File: config.mk
export PLATFORM = sky130hd
export DESIGN_NAME = ordered_value_list
export DESIGN_NICKNAME = d
export VERILOG_FILES = /design/src/rtl/ovl_pkg.sv /design/src/rtl/ovl_ram.sv /design/src/rtl/ovl_dpath.sv /design/src/rtl/ovl_ctrl.sv /design/src/rtl/ordered_value_list.sv
export VERILOG_INCLUDE_DIRS = /design/src /design/src/rtl
export SDC_FILE = /design/constraint.sdc
export NUM_CORES = 1
export LEC_CHECK = 0
export BUFFER_PORTS_ARGS = -buffer_cell sky130_fd_sc_hd__buf_2
export CORE_UTILIZATION = 60
export DETAILED_ROUTE_END_ITERATION = 7
export PLACE_DENSITY = 0.83
export SYNTH_ARGS = -nofsm -noshare
export SYNTH_HDL_FRONTEND = slang
export SYNTH_SLANG_ARGS = --single-unit
File: constraint.sdc
create_clock -name clock -period 6 [get_ports clock]
set_input_delay 1.2 -clock clock [delete_from_list [all_inputs] [get_ports clock]]
set_output_delay 1.2 -clock clock [all_outputs]
set_load 0.01 [all_outputs]
File: src/rtl/ordered_value_list_assert.svh
// assertion macros used by the ordered value list datapath
`ifndef ORDERED_VALUE_LIST_ASSERT_SVH
`define ORDERED_VALUE_LIST_ASSERT_SVH

// condition holds at every clock edge out of reset
`define OVL_ASSERT_ALWAYS(label, clk, rst, cond) \
   label: assert property (@(posedge clk) disable iff (rst) (cond)) \
      else $error("ordered value list assertion failed");

// antecedent implies consequent in the same cycle
`define OVL_ASSERT_IMPLY(label, clk, rst, ante, cons) \
   label: assert property (@(posedge clk) disable iff (rst) (ante) |-> (cons)) \
      else $error("ordered value list assertion failed");

`endif

File: src/rtl/ovl_pkg.sv
// shared constants and command/status types of the ordered value list
package ovl_pkg;

   localparam int DEPTH = 16;
   localparam int IDX_W = (DEPTH > 1) ? $clog2(DEPTH) : 1;
   localparam int CNT_W = $clog2(DEPTH + 1);
   localparam int DATA_W = 32;

   localparam logic [2:0] FUNC_INS_FRONT = 3'd0;
   localparam logic [2:0] FUNC_INS_BACK  = 3'd1;
   localparam logic [2:0] FUNC_SEARCH    = 3'd2;
   localparam logic [2:0] FUNC_REMOVE    = 3'd3;
   localparam logic [2:0] FUNC_DUMP      = 3'd4;

   localparam logic [2:0] STAT_DONE     = 3'd0;
   localparam logic [2:0] STAT_FOUND    = 3'd1;
   localparam logic [2:0] STAT_NOTFOUND = 3'd2;
   localparam logic [2:0] STAT_EMPTY    = 3'd3;
   localparam logic [2:0] STAT_FULL     = 3'd4;

   typedef struct packed {
      logic       capture;
      logic       fwd_init;
      logic       bwd_init;
      logic       scan_run;
      logic       put;
      logic       cnt_dec;
      logic       rsp_en;
      logic [2:0] rsp_status;
   } dp_cmd_type;

   typedef struct packed {
      logic       count_zero;
      logic       count_full;
      logic       scan_done;
      logic       matched;
      logic [2:0] func;
   } dp_stat_type;

endpackage

File: src/rtl/ovl_ram.sv
// generic single-write, single-read ram with registered read data
module ovl_ram #(
   parameter int WIDTH = 32,
   parameter int DEPTH = 16
) (
   input  logic                                      clock,
   input  logic                                      wr_en,
   input  logic [((DEPTH > 1) ? $clog2(DEPTH) : 1)-1:0] wr_addr,
   input  logic [WIDTH-1:0]                          wr_data,
   input  logic                                      rd_en,
   input  logic [((DEPTH > 1) ? $clog2(DEPTH) : 1)-1:0] rd_addr,
   output logic [WIDTH-1:0]                          rd_data
);

   logic [WIDTH-1:0] mem_ff [DEPTH];
   logic [WIDTH-1:0] rd_data_ff;

   always_ff @(posedge clock) begin
      if (wr_en) begin
         mem_ff[wr_addr] <= wr_data;
      end
      if (rd_en) begin
         rd_data_ff <= mem_ff[rd_addr];
      end
   end

   assign rd_data = rd_data_ff;

endmodule

File: src/rtl/ovl_dpath.sv
// datapath: entry ram, count, scan pointer, match tracking and result registers
`include "ordered_value_list_assert.svh"

module ovl_dpath (
   input  logic                      clock,
   input  logic                      reset,
   input  logic [2:0]                req_func,
   input  logic signed [31:0]        req_value,
   input  ovl_pkg::dp_cmd_type       cmd,
   output ovl_pkg::dp_stat_type      stat,
   output logic                      rsp_valid,
   output logic [2:0]                rsp_status,
   output logic signed [31:0]        rsp_entry_value,
   output logic                      rsp_last
);

   logic [ovl_pkg::CNT_W-1:0]  count_ff, count_in;
   logic [2:0]                 func_ff, func_in;
   logic signed [31:0]         value_ff, value_in;
   logic [ovl_pkg::IDX_W-1:0]  rd_ff, rd_in;
   logic                       rd_more_ff, rd_more_in;
   logic                       pend_valid_ff, pend_valid_in;
   logic [ovl_pkg::IDX_W-1:0]  pend_idx_ff, pend_idx_in;
   logic                       matched_ff, matched_in;
   logic                       rsp_valid_ff, rsp_valid_in;
   logic [2:0]                 rsp_status_ff, rsp_status_in;
   logic [31:0]                rsp_data_ff, rsp_data_in;
   logic                       rsp_last_ff, rsp_last_in;

   logic                            wr_en;
   logic [ovl_pkg::IDX_W-1:0]       wr_addr;
   logic [ovl_pkg::DATA_W-1:0]      wr_data;
   logic                            rd_en;
   logic [ovl_pkg::DATA_W-1:0]      rd_data;
   logic                            fwd;
   logic                            hit;
   logic                            arrive;
   logic                            dump_beat;

   ovl_ram #(
      .WIDTH (ovl_pkg::DATA_W),
      .DEPTH (ovl_pkg::DEPTH)
   ) u_ram (
      .clock   (clock),
      .wr_en   (wr_en),
      .wr_addr (wr_addr),
      .wr_data (wr_data),
      .rd_en   (rd_en),
      .rd_addr (rd_ff),
      .rd_data (rd_data)
   );

   always_comb begin
      fwd       = (func_ff != ovl_pkg::FUNC_INS_FRONT);
      arrive    = cmd.scan_run && pend_valid_ff;
      hit       = arrive && (rd_data == value_ff);
      rd_en     = cmd.scan_run && rd_more_ff;
      dump_beat = arrive && (func_ff == ovl_pkg::FUNC_DUMP);

      func_in  = func_ff;
      value_in = value_ff;
      if (cmd.capture) begin
         func_in  = req_func;
         value_in = req_value;
      end

      rd_in      = rd_ff;
      rd_more_in = rd_more_ff;
      if (cmd.fwd_init) begin
         rd_in      = '0;
         rd_more_in = (count_ff != '0);
      end else if (cmd.bwd_init) begin
         rd_in      = ovl_pkg::IDX_W'(count_ff - ovl_pkg::CNT_W'(1));
         rd_more_in = (count_ff != '0);
      end else if (rd_en) begin
         if (fwd) begin
            rd_in      = rd_ff + ovl_pkg::IDX_W'(1);
            rd_more_in = ((ovl_pkg::CNT_W'(rd_ff) + ovl_pkg::CNT_W'(1)) < count_ff);
         end else begin
            rd_in      = rd_ff - ovl_pkg::IDX_W'(1);
            rd_more_in = (rd_ff != '0);
         end
      end

      pend_valid_in = rd_en;
      pend_idx_in   = rd_ff;

      matched_in = matched_ff;
      if (cmd.fwd_init) begin
         matched_in = 1'b0;
      end else if (hit && fwd) begin
         matched_in = 1'b1;
      end

      wr_en   = 1'b0;
      wr_addr = '0;
      wr_data = rd_data;
      if (cmd.put) begin
         wr_en   = 1'b1;
         wr_addr = (func_ff == ovl_pkg::FUNC_INS_FRONT) ? '0 : count_ff[ovl_pkg::IDX_W-1:0];
         wr_data = value_ff;
      end else if (arrive && (func_ff == ovl_pkg::FUNC_INS_FRONT)) begin
         wr_en   = 1'b1;
         wr_addr = pend_idx_ff + ovl_pkg::IDX_W'(1);
      end else if (arrive && (func_ff == ovl_pkg::FUNC_REMOVE) && matched_ff) begin
         wr_en   = 1'b1;
         wr_addr = pend_idx_ff - ovl_pkg::IDX_W'(1);
      end

      count_in = count_ff;
      if (cmd.put) begin
         count_in = count_ff + ovl_pkg::CNT_W'(1);
      end else if (cmd.cnt_dec) begin
         count_in = count_ff - ovl_pkg::CNT_W'(1);
      end

      rsp_valid_in = cmd.rsp_en || dump_beat;
      if (cmd.rsp_en) begin
         rsp_status_in = cmd.rsp_status;
         rsp_data_in   = (cmd.rsp_status == ovl_pkg::STAT_FOUND) ? value_ff : '0;
         rsp_last_in   = 1'b1;
      end else begin
         rsp_status_in = ovl_pkg::STAT_DONE;
         rsp_data_in   = rd_data;
         rsp_last_in   = (ovl_pkg::CNT_W'(pend_idx_ff) == (count_ff - ovl_pkg::CNT_W'(1)));
      end
   end

   always_ff @(posedge clock) begin
      if (reset) begin
         count_ff      <= '0;
         rd_more_ff    <= 1'b0;
         pend_valid_ff <= 1'b0;
         matched_ff    <= 1'b0;
         rsp_valid_ff  <= 1'b0;
      end else begin
         count_ff      <= count_in;
         rd_more_ff    <= rd_more_in;
         pend_valid_ff <= pend_valid_in;
         matched_ff    <= matched_in;
         rsp_valid_ff  <= rsp_valid_in;
      end
   end

   always_ff @(posedge clock) begin
      func_ff       <= func_in;
      value_ff      <= value_in;
      rd_ff         <= rd_in;
      pend_idx_ff   <= pend_idx_in;
      rsp_status_ff <= rsp_status_in;
      rsp_data_ff   <= rsp_data_in;
      rsp_last_ff   <= rsp_last_in;
   end

   assign stat.count_zero = (count_ff == '0);
   assign stat.count_full = (count_ff == ovl_pkg::CNT_W'(ovl_pkg::DEPTH));
   assign stat.scan_done  = !rd_more_ff && !pend_valid_ff;
   assign stat.matched    = matched_ff;
   assign stat.func       = func_ff;

   assign rsp_valid       = rsp_valid_ff;
   assign rsp_status      = rsp_status_ff;
   assign rsp_entry_value = rsp_data_ff;
   assign rsp_last        = rsp_last_ff;

   // checks
   `OVL_ASSERT_ALWAYS(a_count_range, clock, reset, count_ff <= ovl_pkg::CNT_W'(ovl_pkg::DEPTH))
   `OVL_ASSERT_IMPLY(a_no_rw_clash, clock, reset, wr_en && rd_en, wr_addr != rd_ff)
   `OVL_ASSERT_IMPLY(a_capture_quiet, clock, reset, cmd.capture, !pend_valid_ff && !rd_more_ff)
   `OVL_ASSERT_IMPLY(a_put_not_full, clock, reset, cmd.put, !stat.count_full)

endmodule

File: src/rtl/ovl_ctrl.sv
// controller state machine: decodes requests and sequences scans and writes
module ovl_ctrl (
   input  logic                  clock,
   input  logic                  reset,
   input  logic                  start,
   input  logic [2:0]            req_func,
   input  ovl_pkg::dp_stat_type  stat,
   output logic                  busy,
   output ovl_pkg::dp_cmd_type   cmd
);

   typedef enum logic [3:0] {
      S_IDLE = 4'b0001,
      S_FWD  = 4'b0010,
      S_BWD  = 4'b0100,
      S_PUT  = 4'b1000
   } state_type;

   state_type state_ff, state_in;

   always_comb begin
      cmd      = '0;
      state_in = state_ff;
      unique case (state_ff)
         S_IDLE: begin
            if (start) begin
               unique case (req_func) inside
                  ovl_pkg::FUNC_INS_FRONT: begin
                     if (stat.count_full) begin
                        cmd.rsp_en     = 1'b1;
                        cmd.rsp_status = ovl_pkg::STAT_FULL;
                     end else begin
                        cmd.capture = 1'b1;
                        if (stat.count_zero) begin
                           state_in = S_PUT;
                        end else begin
                           cmd.bwd_init = 1'b1;
                           state_in     = S_BWD;
                        end
                     end
                  end
                  ovl_pkg::FUNC_INS_BACK: begin
                     if (stat.count_full) begin
                        cmd.rsp_en     = 1'b1;
                        cmd.rsp_status = ovl_pkg::STAT_FULL;
                     end else begin
                        cmd.capture = 1'b1;
                        state_in    = S_PUT;
                     end
                  end
                  ovl_pkg::FUNC_SEARCH: begin
                     if (stat.count_zero) begin
                        cmd.rsp_en     = 1'b1;
                        cmd.rsp_status = ovl_pkg::STAT_NOTFOUND;
                     end else begin
                        cmd.capture  = 1'b1;
                        cmd.fwd_init = 1'b1;
                        state_in     = S_FWD;
                     end
                  end
                  ovl_pkg::FUNC_REMOVE, ovl_pkg::FUNC_DUMP: begin
                     if (stat.count_zero) begin
                        cmd.rsp_en     = 1'b1;
                        cmd.rsp_status = ovl_pkg::STAT_EMPTY;
                     end else begin
                        cmd.capture  = 1'b1;
                        cmd.fwd_init = 1'b1;
                        state_in     = S_FWD;
                     end
                  end
                  default: begin
                  end
               endcase
            end
         end
         S_FWD: begin
            cmd.scan_run = 1'b1;
            if (stat.scan_done) begin
               state_in = S_IDLE;
               unique case (stat.func)
                  ovl_pkg::FUNC_SEARCH: begin
                     cmd.rsp_en     = 1'b1;
                     cmd.rsp_status = stat.matched ? ovl_pkg::STAT_FOUND
                                                   : ovl_pkg::STAT_NOTFOUND;
                  end
                  ovl_pkg::FUNC_REMOVE: begin
                     cmd.rsp_en     = 1'b1;
                     cmd.cnt_dec    = stat.matched;
                     cmd.rsp_status = stat.matched ? ovl_pkg::STAT_DONE
                                                   : ovl_pkg::STAT_NOTFOUND;
                  end
                  default: begin
                  end
               endcase
            end
         end
         S_BWD: begin
            cmd.scan_run = 1'b1;
            if (stat.scan_done) begin
               state_in = S_PUT;
            end
         end
         S_PUT: begin
            cmd.put        = 1'b1;
            cmd.rsp_en     = 1'b1;
            cmd.rsp_status = ovl_pkg::STAT_DONE;
            state_in       = S_IDLE;
         end
         default: begin
            state_in = S_IDLE;
         end
      endcase
   end

   always_ff @(posedge clock) begin
      if (reset) begin
         state_ff <= S_IDLE;
      end else begin
         state_ff <= state_in;
      end
   end

   assign busy = (state_ff != S_IDLE);

endmodule

File: src/rtl/ordered_value_list.sv
// top level of the ordered value list: controller plus datapath
//
//   channel   ports                                         beat when
//   request   start, req_func, req_value, busy              start && !busy
//   result    rsp_valid, rsp_status, rsp_entry_value,       rsp_valid
//             rsp_last
//
// insert back needs no walk; full-list insert, empty-list search, remove or dump answer from
// idle; an unknown func gets no result; search, remove and dump walk forward, insert front
// backward (none when empty), one entry per cycle via the single read port of the entry ram
// results appear in the cycle after the step that makes them; dump gives one per cycle
// synchronous active-high reset empties the list; the ram needs no clearing pass
// busy drops as the last result appears, after it for dump; the receiver cannot stall them

module ordered_value_list (
   input  logic               clock,
   input  logic               reset,
   input  logic               start,
   input  logic [2:0]         req_func,
   input  logic signed [31:0] req_value,
   output logic               busy,
   output logic               rsp_valid,
   output logic [2:0]         rsp_status,
   output logic signed [31:0] rsp_entry_value,
   output logic               rsp_last
);

   ovl_pkg::dp_cmd_type  cmd;
   ovl_pkg::dp_stat_type stat;

   ovl_ctrl u_ctrl (
      .clock    (clock),
      .reset    (reset),
      .start    (start),
      .req_func (req_func),
      .stat     (stat),
      .busy     (busy),
      .cmd      (cmd)
   );

   ovl_dpath u_dpath (
      .clock           (clock),
      .reset           (reset),
      .req_func        (req_func),
      .req_value       (req_value),
      .cmd             (cmd),
      .stat            (stat),
      .rsp_valid       (rsp_valid),
      .rsp_status      (rsp_status),
      .rsp_entry_value (rsp_entry_value),
      .rsp_last        (rsp_last)
   );

endmodule
==> impl_metrics.yaml, run 1 <==
routing:
  first_pass_iters: 5
  vias: 13080
  post_drt_via_cell_ratio: 6.816
  wl_per_cell_um: 31.23
  drtIter0Drc: 1852
  route.detailed.drc: 0
  ant_nets: 0
  drt-total-wl_um: 59930
synth:
  async_reset_ff_frac: 0
  synth_nets: 1283
  synth_area_per_cell_um2: 20.18
  ys_types: 65
  synth-main-ff-cell: "edfxtp_1"
  synth_edf_count: 579
  ys_warn_count: 0
  seq_area_frac_synth: 0.7459
  synth_top_area_cell: "edfxtp_1"
  synth.top_cell.area_share: 0.7000
  ys_ff_latch: 636
  ys_top_cells_by_area: "edfxtp_1 70%, mux4_2 15%, dfxtp_1 4.6%"
  netlist_instances: 1231
  syn_area_um2: 24840
power_and_ir_drop:
  netSwitchingFraction: 0.2319
  p_int_uw: 7738
  combPwrFrac: 0.121
  vdd_drop_max_uv: 334.9
  p_sw_uw: 2336
  p_clk_frac: 0.384
  power_density_nw_per_um2: 360.3
  p_seq_frac: 0.495
  leakagePower_uw: 0.009025
grt:
  track_usage: 0.2970
  antenna_found_initial: 1
  overflow: 0
  grt_pass1_vias: 13280
  grt_pass1_wl_um: 87910
  grt_max_degree: 48
floorplan:
  fp.dieH_um: 205.5
  io_pins: 76
  die_x_um: 205.5
  rows: 74
  core_um2: 40830
  die_area_um2: 42220
  start_util: 0.6083
sta:
  fin_tns_setup_ns: 0
  fin_crit_sh: 0.6427
  finalCriticalPeriod_ns: 3.856
  slew_headroom: 0.1487
  fin_hold_ws_ns: 0.5539
  rsz0062_at_grt: "false"
  hold_violations: 0
  fmax_ghz: 0.2593
  setup_slack_ns: 2.144
  worst_clock_skew_ns: 0.01900
  setup_violations: 0
  slew_viol_final: 0
  worstMarginPinSlew_ns: 1.264
finish:
  area_growth_pct: 12.57
  final_cell_mix: "579 x edfxtp_1, 160 x mux4_2, 109 x nand2_1"
  layout_commonest_cell: "edfxtp_1"
  nets: 1388
  drive_gt1_frac: 0.2835
  fillerInstances: 2305
cts:
  clk_pin_slew_worst_paths_ns: 0.06
  cts_buffer_depth: 3
  cts_resized: 0
  insertion_delay_ns: 0.62
  post-cts-setup-buffers: 0
  htreeDepth: 2
  clock-root-buffer: "clkbuf_16"
  cts_tree: "yes"
  cts_buffers: 59
  hold_buffers: 0
  cts_sinks: 636
placed_design:
  io_buffer_count: 75
  gp_congestion: 0.8525
  place_ws_ns: 2.176
  post-dp-hpwl_um: 32000
critical_path:
  criticalPathCategory: "reg2reg"
  cp.required_ns: 6.27
  crit_fanout: 40
  arrival_ns: 4.12
  cp-end-kind: "register"
  cp-start-kind: "register"
flow_run:
  cap_violations: 0
min_path:
  worstHoldPathType: "reg2reg"
status:
  status: "completed"
cell usage after synthesis, types with 11 or more instances:
cell type,number
nand2_1,109
xnor2_1,43
edfxtp_1,579
ha_1,13
buf_2,22
dfxtp_1,57
nand4_1,11
mux4_2,160
nor3_1,16
nor2_1,25
a21oi_1,13
inv_1,16
clkbuf_1,31
a22o_1,33
kinds of logic (layout without fill, tap and decap cells):
kind of cell,Yosys count,after routing,synth area share
buffers and inverters,76,231,0.01325
muxes,160,160,0.1451
xor gates and xnor gates,48,48,0.01723
AOI/OAI and AO/OA,91,91,0.03007
DFF,636,636,0.7459
and+or+nand+nor,206,206,0.04110
adders and majority gates,14,14,0.007355
other,0,1,0
final timing paths:
| path | startpoint | to | slack (ns) | cells past startpoint |
|---|---|---|---|---|
| max | u_ctrl.state_ff[2]$_SDFFE_PP0P_ | u_dpath.u_ram.mem_ff[8][22]$_DFFE_PP_ | 2.14 | 5 |
| min | u_dpath.value_ff[21]$_DFFE_PP_ | u_dpath.rsp_entry_value[21]$_DFF_P_ | 0.55 | 1 |
| max reg2reg | u_ctrl.state_ff[2]$_SDFFE_PP0P_ | u_dpath.u_ram.mem_ff[8][22]$_DFFE_PP_ | 2.14 | 5 |
| min reg2reg | u_dpath.value_ff[21]$_DFFE_PP_ | u_dpath.rsp_entry_value[21]$_DFF_P_ | 0.55 | 1 |
per-layer routing:
metal,GRT usage,part of all wire,vias to the layer above
li1,-,-,5224
met1,0.3972,0.35,6684
met2,0.4758,0.49,984
met3,0.06462,0.11,187
met4,0.1280,0.046,0
met5,0,0,-
final cells by class:
type,instances,area [um2],share of cell area
flip-flops and latches,636,18540,0.6630
multi-input cells,519,6113,0.2186
clock buffers,75,1587,0.05674
well taps,532,665.6,0.02381
repair buffers,103,585.6,0.02094
clock inverters,36,401.6,0.01436
inverters,17,68.82,0.002461
diodes,1,2.502,0.00008949
through the flow:
stage	instances	total power [uW]	instance area [um2]	utilization
floorplan	1231	5962	24840	-
global placement	1807	6238	25960	0.6359
detailed placement	1807	6280	25960	0.6359
CTS	1918	10110	27950	0.6846
global route	1918	10350	27960	0.6847
finish	1919	10070	27960	0.6848
registers in the layout, indices dropped and copies added (netlist names):
signal / flops
u_dpath.matched_ff: 1
u_dpath.rsp_entry_value: 32
u_dpath.u_ram.rd_data: 32
u_dpath.pend_valid_ff: 1
u_dpath.rsp_status: 3
u_dpath.u_ram.mem_ff: 512
u_dpath.rsp_last: 1
u_dpath.pend_idx_ff: 4
u_dpath.count_ff: 5
u_dpath.rd_more_ff: 1
u_dpath.func_ff: 3
u_dpath.value_ff: 32
u_ctrl.state_ff: 4
u_dpath.pend_idx_in: 4
u_dpath.rsp_valid: 1
power by group through the flow:
stage,logic (uW),clock network [uW],registers (uW)
2_1_floorplan,979,0,4980
3_3_place_gp,1160,0,5080
3_5_place_dp,1200,0,5080
4_1_cts,1230,3900,4980
5_1_grt,1290,4070,4990
6_report,1220,3870,4990
critical path, stage by stage (launching register included):
cell and delay, ns:
dfxtp_1 0.46, or4b_4 0.87, nor3_1 0.41, o211ai_2 0.29, a2111oi_4 0.94, buf_4 0.50
(Power assumes the default switching activity.)
==> run 2, diff against run 1 <==
==> constraint.sdc (replaced) <==
create_clock -name clock -period 3.95 [get_ports clock]
set_input_delay 0.79 -clock clock [delete_from_list [all_inputs] [get_ports clock]]
set_output_delay 0.79 -clock clock [all_outputs]
set_load 0.01 [all_outputs]
==> impl_metrics.yaml, run 2 (synthesis results as in run 1) <==
grt:
  grt_max_degree: 80
  antenna_found_initial: 8
  overflow: 0
  track_usage: 0.3049
  use_met3: 0.07491
  grt_util_met2: 0.4548
  top_usage_layer: "met2"
  grt_pass1_wl_um: 89740
  grtUsageMet1: 0.4510
  grt_pass1_vias: 13030
critical_path:
  cp-start-kind: "register"
  arrival_ns: 3.72
  max_stage_delay_ns: 0.60
  cp-end-kind: "register"
  slowest_stage: "or3_1"
  crit_fanout: 32
  criticalPathCategory: "reg2reg"
  cp.required_ns: 4.21
  crit_chain: "or3_1 -> inv_6 -> o211ai_2 -> o2bb2ai_4 -> nand3b_1 -> nor3_2 -> buf_4"
sta:
  slew_viol_final: 0
  hold_violations: 0
  rsz0062_at_grt: "false"
  finalCriticalPeriod_ns: 3.466
  slew_headroom: 0.3225
  setup_violations: 0
  fmax_ghz: 0.2885
  fin_tns_setup_ns: 0
  worstMarginPinSlew_ns: 1.016
  worst_clock_skew_ns: 0.03611
  fin_crit_sh: 0.8776
floorplan:
  die_area_um2: 42220
  fp.dieH_um: 205.5
  die_x_um: 205.5
  io_pins: 76
  start_util: 0.6083
  rows: 74
  core_um2: 40830
cts:
  clk_pin_slew_worst_paths_ns: 0.07
  cts_resized: 0
  insertion_delay_ns: 0.63
  cts_sinks: 636
  clock-root-buffer: "clkbuf_16"
  cts_tree: "yes"
  htreeDepth: 2
  post-cts-setup-buffers: 0
  cts_buffer_depth: 3
  hold_buffers: 0
  cts_buffers: 58
routing:
  drtIter0Drc: 2071
  post_drt_via_cell_ratio: 6.886
  route.detailed.drc: 0
  drt-total-wl_um: 62030
  vias: 13280
  first_pass_iters: 6
  ant_nets: 0
  wl_per_cell_um: 32.17
power_and_ir_drop:
  vdd_drop_max_uv: 440.9
  leakagePower_uw: 0.009075
  finalPower_uw: 15500
  power_density_nw_per_um2: 550.7
flow_run:
  cap_violations: 0
placed_design:
  gp_congestion: 0.9114
  io_buffer_count: 75
  placed_cell_area_um2: 26170
  post-dp-hpwl_um: 36370
  dpl.cell_count: 1815
finish:
  largest_reg_flops: 512
  area_growth_pct: 13.33
  instances_no_fill: 1928
  fillerInstances: 2342
  final_area_um2: 28150
  drive_gt1_frac: 0.2902
  final_cell_mix: "579 x edfxtp_1, 160 x mux4_2, 109 x nand2_1"
  regMostFlops: "u_dpath.u_ram.mem_ff"
  layout_commonest_cell: "edfxtp_1"
  nets: 1395
status:
  status: "completed"
min_path:
  worstHoldPathType: "in2reg"
[run 2: area by class of cell]
type	count	area (um2)	share of cell area
Sequential cell	636	18540	0.6585
Multi-Input combinational cell	519	6128	0.2177
Clock buffer	75	1597	0.05671
Timing Repair Buffer	111	770.7	0.02738
Tap cell	532	665.6	0.02365
Clock inverter	34	372.9	0.01325
Inverter	17	68.82	0.002445
Antenna cell	4	10.01	0.0003556
[run 2: where the power goes]
group          switching, uW  total [uW]  internal (uW)
clock                   2530        5850           3320
sequential               181        7560           7380
combinational           1050        2090           1040
total                   3760       15500          11700
[run 2: worst max-delay path: cells and delay by family (launching register included)]
| family | cells | cell delay [ns] |
|---|---|---|
| and+or+nand+nor | 3 | 1.33 |
| AOI/OAI and AO/OA | 2 | 0.67 |
| buffers and inverters | 2 | 0.66 |
| DFF | 1 | 0.44 |
[run 2: stage by stage]
stage,hold slack (ns),setup slack (ns),util
floorplan,0.3258,-0.4404,-
global placement,0.4046,0.7771,0.6410
detailed placement,0.4049,0.5948,0.6410
CTS,0.3133,0.5513,0.6892
global route,0.3286,0.3897,0.6892
finish,0.3401,0.4836,0.6894
[run 2: routing by layer]
| metal | vias to the layer above | wire length, um | share of wire |
|---|---|---|---|
| li1 | 5243 | - | - |
| met1 | 6796 | 23360 | 0.38 |
| met2 | 1108 | 28670 | 0.46 |
| met3 | 126 | 8317 | 0.13 |
| met4 | 4 | 1656 | 0.027 |
| met5 | - | 26 | 0.00042 |
[run 2: path summary, 6_finish.rpt]
check / start / end / slack (ns) / cells past startpoint
max: u_dpath.func_ff[2]$_DFFE_PP_ / u_dpath.u_ram.mem_ff[13][8]$_DFFE_PP_ / 0.48 / 7
min: req_value[3] / u_dpath.value_ff[3]$_DFFE_PP_ / 0.34 / 1
max reg2reg: u_dpath.func_ff[2]$_DFFE_PP_ / u_dpath.u_ram.mem_ff[13][8]$_DFFE_PP_ / 0.48 / 7
min reg2reg: u_dpath.pend_idx_in[2]$_SDFFE_PP0P_ / u_dpath.pend_idx_ff[2]$_DFF_P_ / 0.41 / 0
==> run 3, diff against run 2 <==
--- a/config.mk
+++ b/config.mk
@@ -7,6 +7,7 @@
 export NUM_CORES = 1
 export LEC_CHECK = 0
 export BUFFER_PORTS_ARGS = -buffer_cell sky130_fd_sc_hd__buf_2
+export CORE_ASPECT_RATIO = 1.5
 export CORE_UTILIZATION = 60
 export DETAILED_ROUTE_END_ITERATION = 7
 export PLACE_DENSITY = 0.83
==> impl_metrics.yaml, run 3 (synthesis results as in run 1) <==
placed_design:
  io_buffer_count: 75
  post-dp-hpwl_um: 34330
  dpl.cell_count: 1790
  place_ws_ns: 0.4063
  gp_congestion: 0.9716
floorplan:
  die_area_um2: 42230
  core_um2: 40540
  start_util: 0.6127
  rows: 90
  io_pins: 76
  fp.dieH_um: 251.2
  die_x_um: 168.1
flow_run:
  cap_violations: 0
cts:
  hold_buffers: 0
  cts_tree: "yes"
  cts_sinks: 636
  cts_buffer_depth: 3
  cts_resized: 0
  clk_pin_slew_worst_paths_ns: 0.07
  post-cts-setup-buffers: 0
  insertion_delay_ns: 0.59
  clock-root-buffer: "clkbuf_16"
  htreeDepth: 2
  cts_buffers: 54
sta:
  slew_headroom: 0.06064
  slew_viol_final: 0
  fin_crit_sh: 0.9241
  fin_hold_ws_ns: 0.3716
  rsz0062_at_grt: "false"
  hold_violations: 0
  worstMarginPinSlew_ns: 1.394
  fmax_ghz: 0.2740
  finalCriticalPeriod_ns: 3.650
  fin_tns_setup_ns: 0
  setup_slack_ns: 0.2999
  worst_clock_skew_ns: 0.02147
  setup_violations: 0
critical_path:
  arrival_ns: 3.93
  crit_chain: "or3_1 -> inv_6 -> o211ai_2 -> o2bb2ai_4 -> o21ai_0 -> nor2_4 -> buf_12"
  max_stage_delay_ns: 0.68
  cp-end-kind: "register"
  criticalPathCategory: "reg2reg"
  slowest_stage: "nor2_4"
  cp-start-kind: "register"
  crit_fanout: 20
  crit_buf_inv: 2
  cp.required_ns: 4.23
  path_delay_family: "simple AND/OR/NAND/NOR gates"
power_and_ir_drop:
  power_density_nw_per_um2: 528.3
  vdd_drop_max_uv: 446.0
  leakagePower_uw: 0.008981
finish:
  instances_no_fill: 1892
  regMostFlops: "u_dpath.u_ram.mem_ff"
  nets: 1392
  final_cell_mix: "579 x edfxtp_1, 160 x mux4_2, 109 x nand2_1"
  post-route-util: 0.6878
  largest_reg_flops: 512
  layout_commonest_cell: "edfxtp_1"
  fillerInstances: 2309
  drive_gt1_frac: 0.2807
  diodes: 0
  area_growth_pct: 12.26
grt:
  grt_max_degree: 73
  track_usage: 0.2897
  grt_pass1_vias: 13340
  antenna_found_initial: 0
  grt_pass1_wl_um: 87070
  overflow: 0
routing:
  drtIter0Drc: 1592
  post_drt_via_cell_ratio: 6.920
  wl_per_cell_um: 31.12
  route.detailed.drc: 0
  drt-total-wl_um: 58880
  first_pass_iters: 5
  ant_nets: 0
  vias: 13090
min_path:
  worstHoldPathType: "in2reg"
status:
  status: "completed"
[run 3: cell type report]
type                       count  area (um2)  area share
clock buffer                  71        1435     0.05147
clock inverter                31       302.8     0.01086
inverter                      17       68.82    0.002468
multi-input combinational    519        6128      0.2198
timing repair buffer         112       778.2     0.02791
tap                          506       633.1     0.02270
sequential                   636       18540      0.6648
[run 3: path summary, 6_finish.rpt]
| kind | from | cells past startpoint | slack, ns | end |
|---|---|---|---|---|
| setup / recovery | u_dpath.func_ff[2]$_DFFE_PP_ | 7 | 0.30 | u_dpath.u_ram.mem_ff[7][28]$_DFFE_PP_ |
| hold / removal | req_value[6] | 1 | 0.37 | u_dpath.value_ff[6]$_DFFE_PP_ |
| setup reg to reg | u_dpath.func_ff[2]$_DFFE_PP_ | 7 | 0.30 | u_dpath.u_ram.mem_ff[7][28]$_DFFE_PP_ |
| hold reg to reg | u_dpath.matched_ff$_SDFFE_PP0P_ | 1 | 0.51 | u_dpath.rsp_status[1]$_SDFF_PN0_ |
[run 3: metrics by stage]
stage | power [uW] | area, um2
after floorplan | 9056 | 24870
after global placement | 9547 | 26150
after detailed placement | 9586 | 26150
after CTS | 14780 | 27880
after global routing | 15110 | 27880
final | 14730 | 27880
[run 3: report_power, final]
part / switching (uW) / total, uW / internal [uW] / leakage (uW)
combinational: 907 / 1930 / 1030 / 0.00246
clock: 2350 / 5260 / 2900 / 0.000841
sequential: 157 / 7540 / 7380 / 0.00568
[run 3: routing by layer]
layer	share of wire	global-route usage
met5	0	0
met4	0.045	0.1340
met3	0.099	0.04786
met2	0.51	0.4881
met1	0.34	0.3726
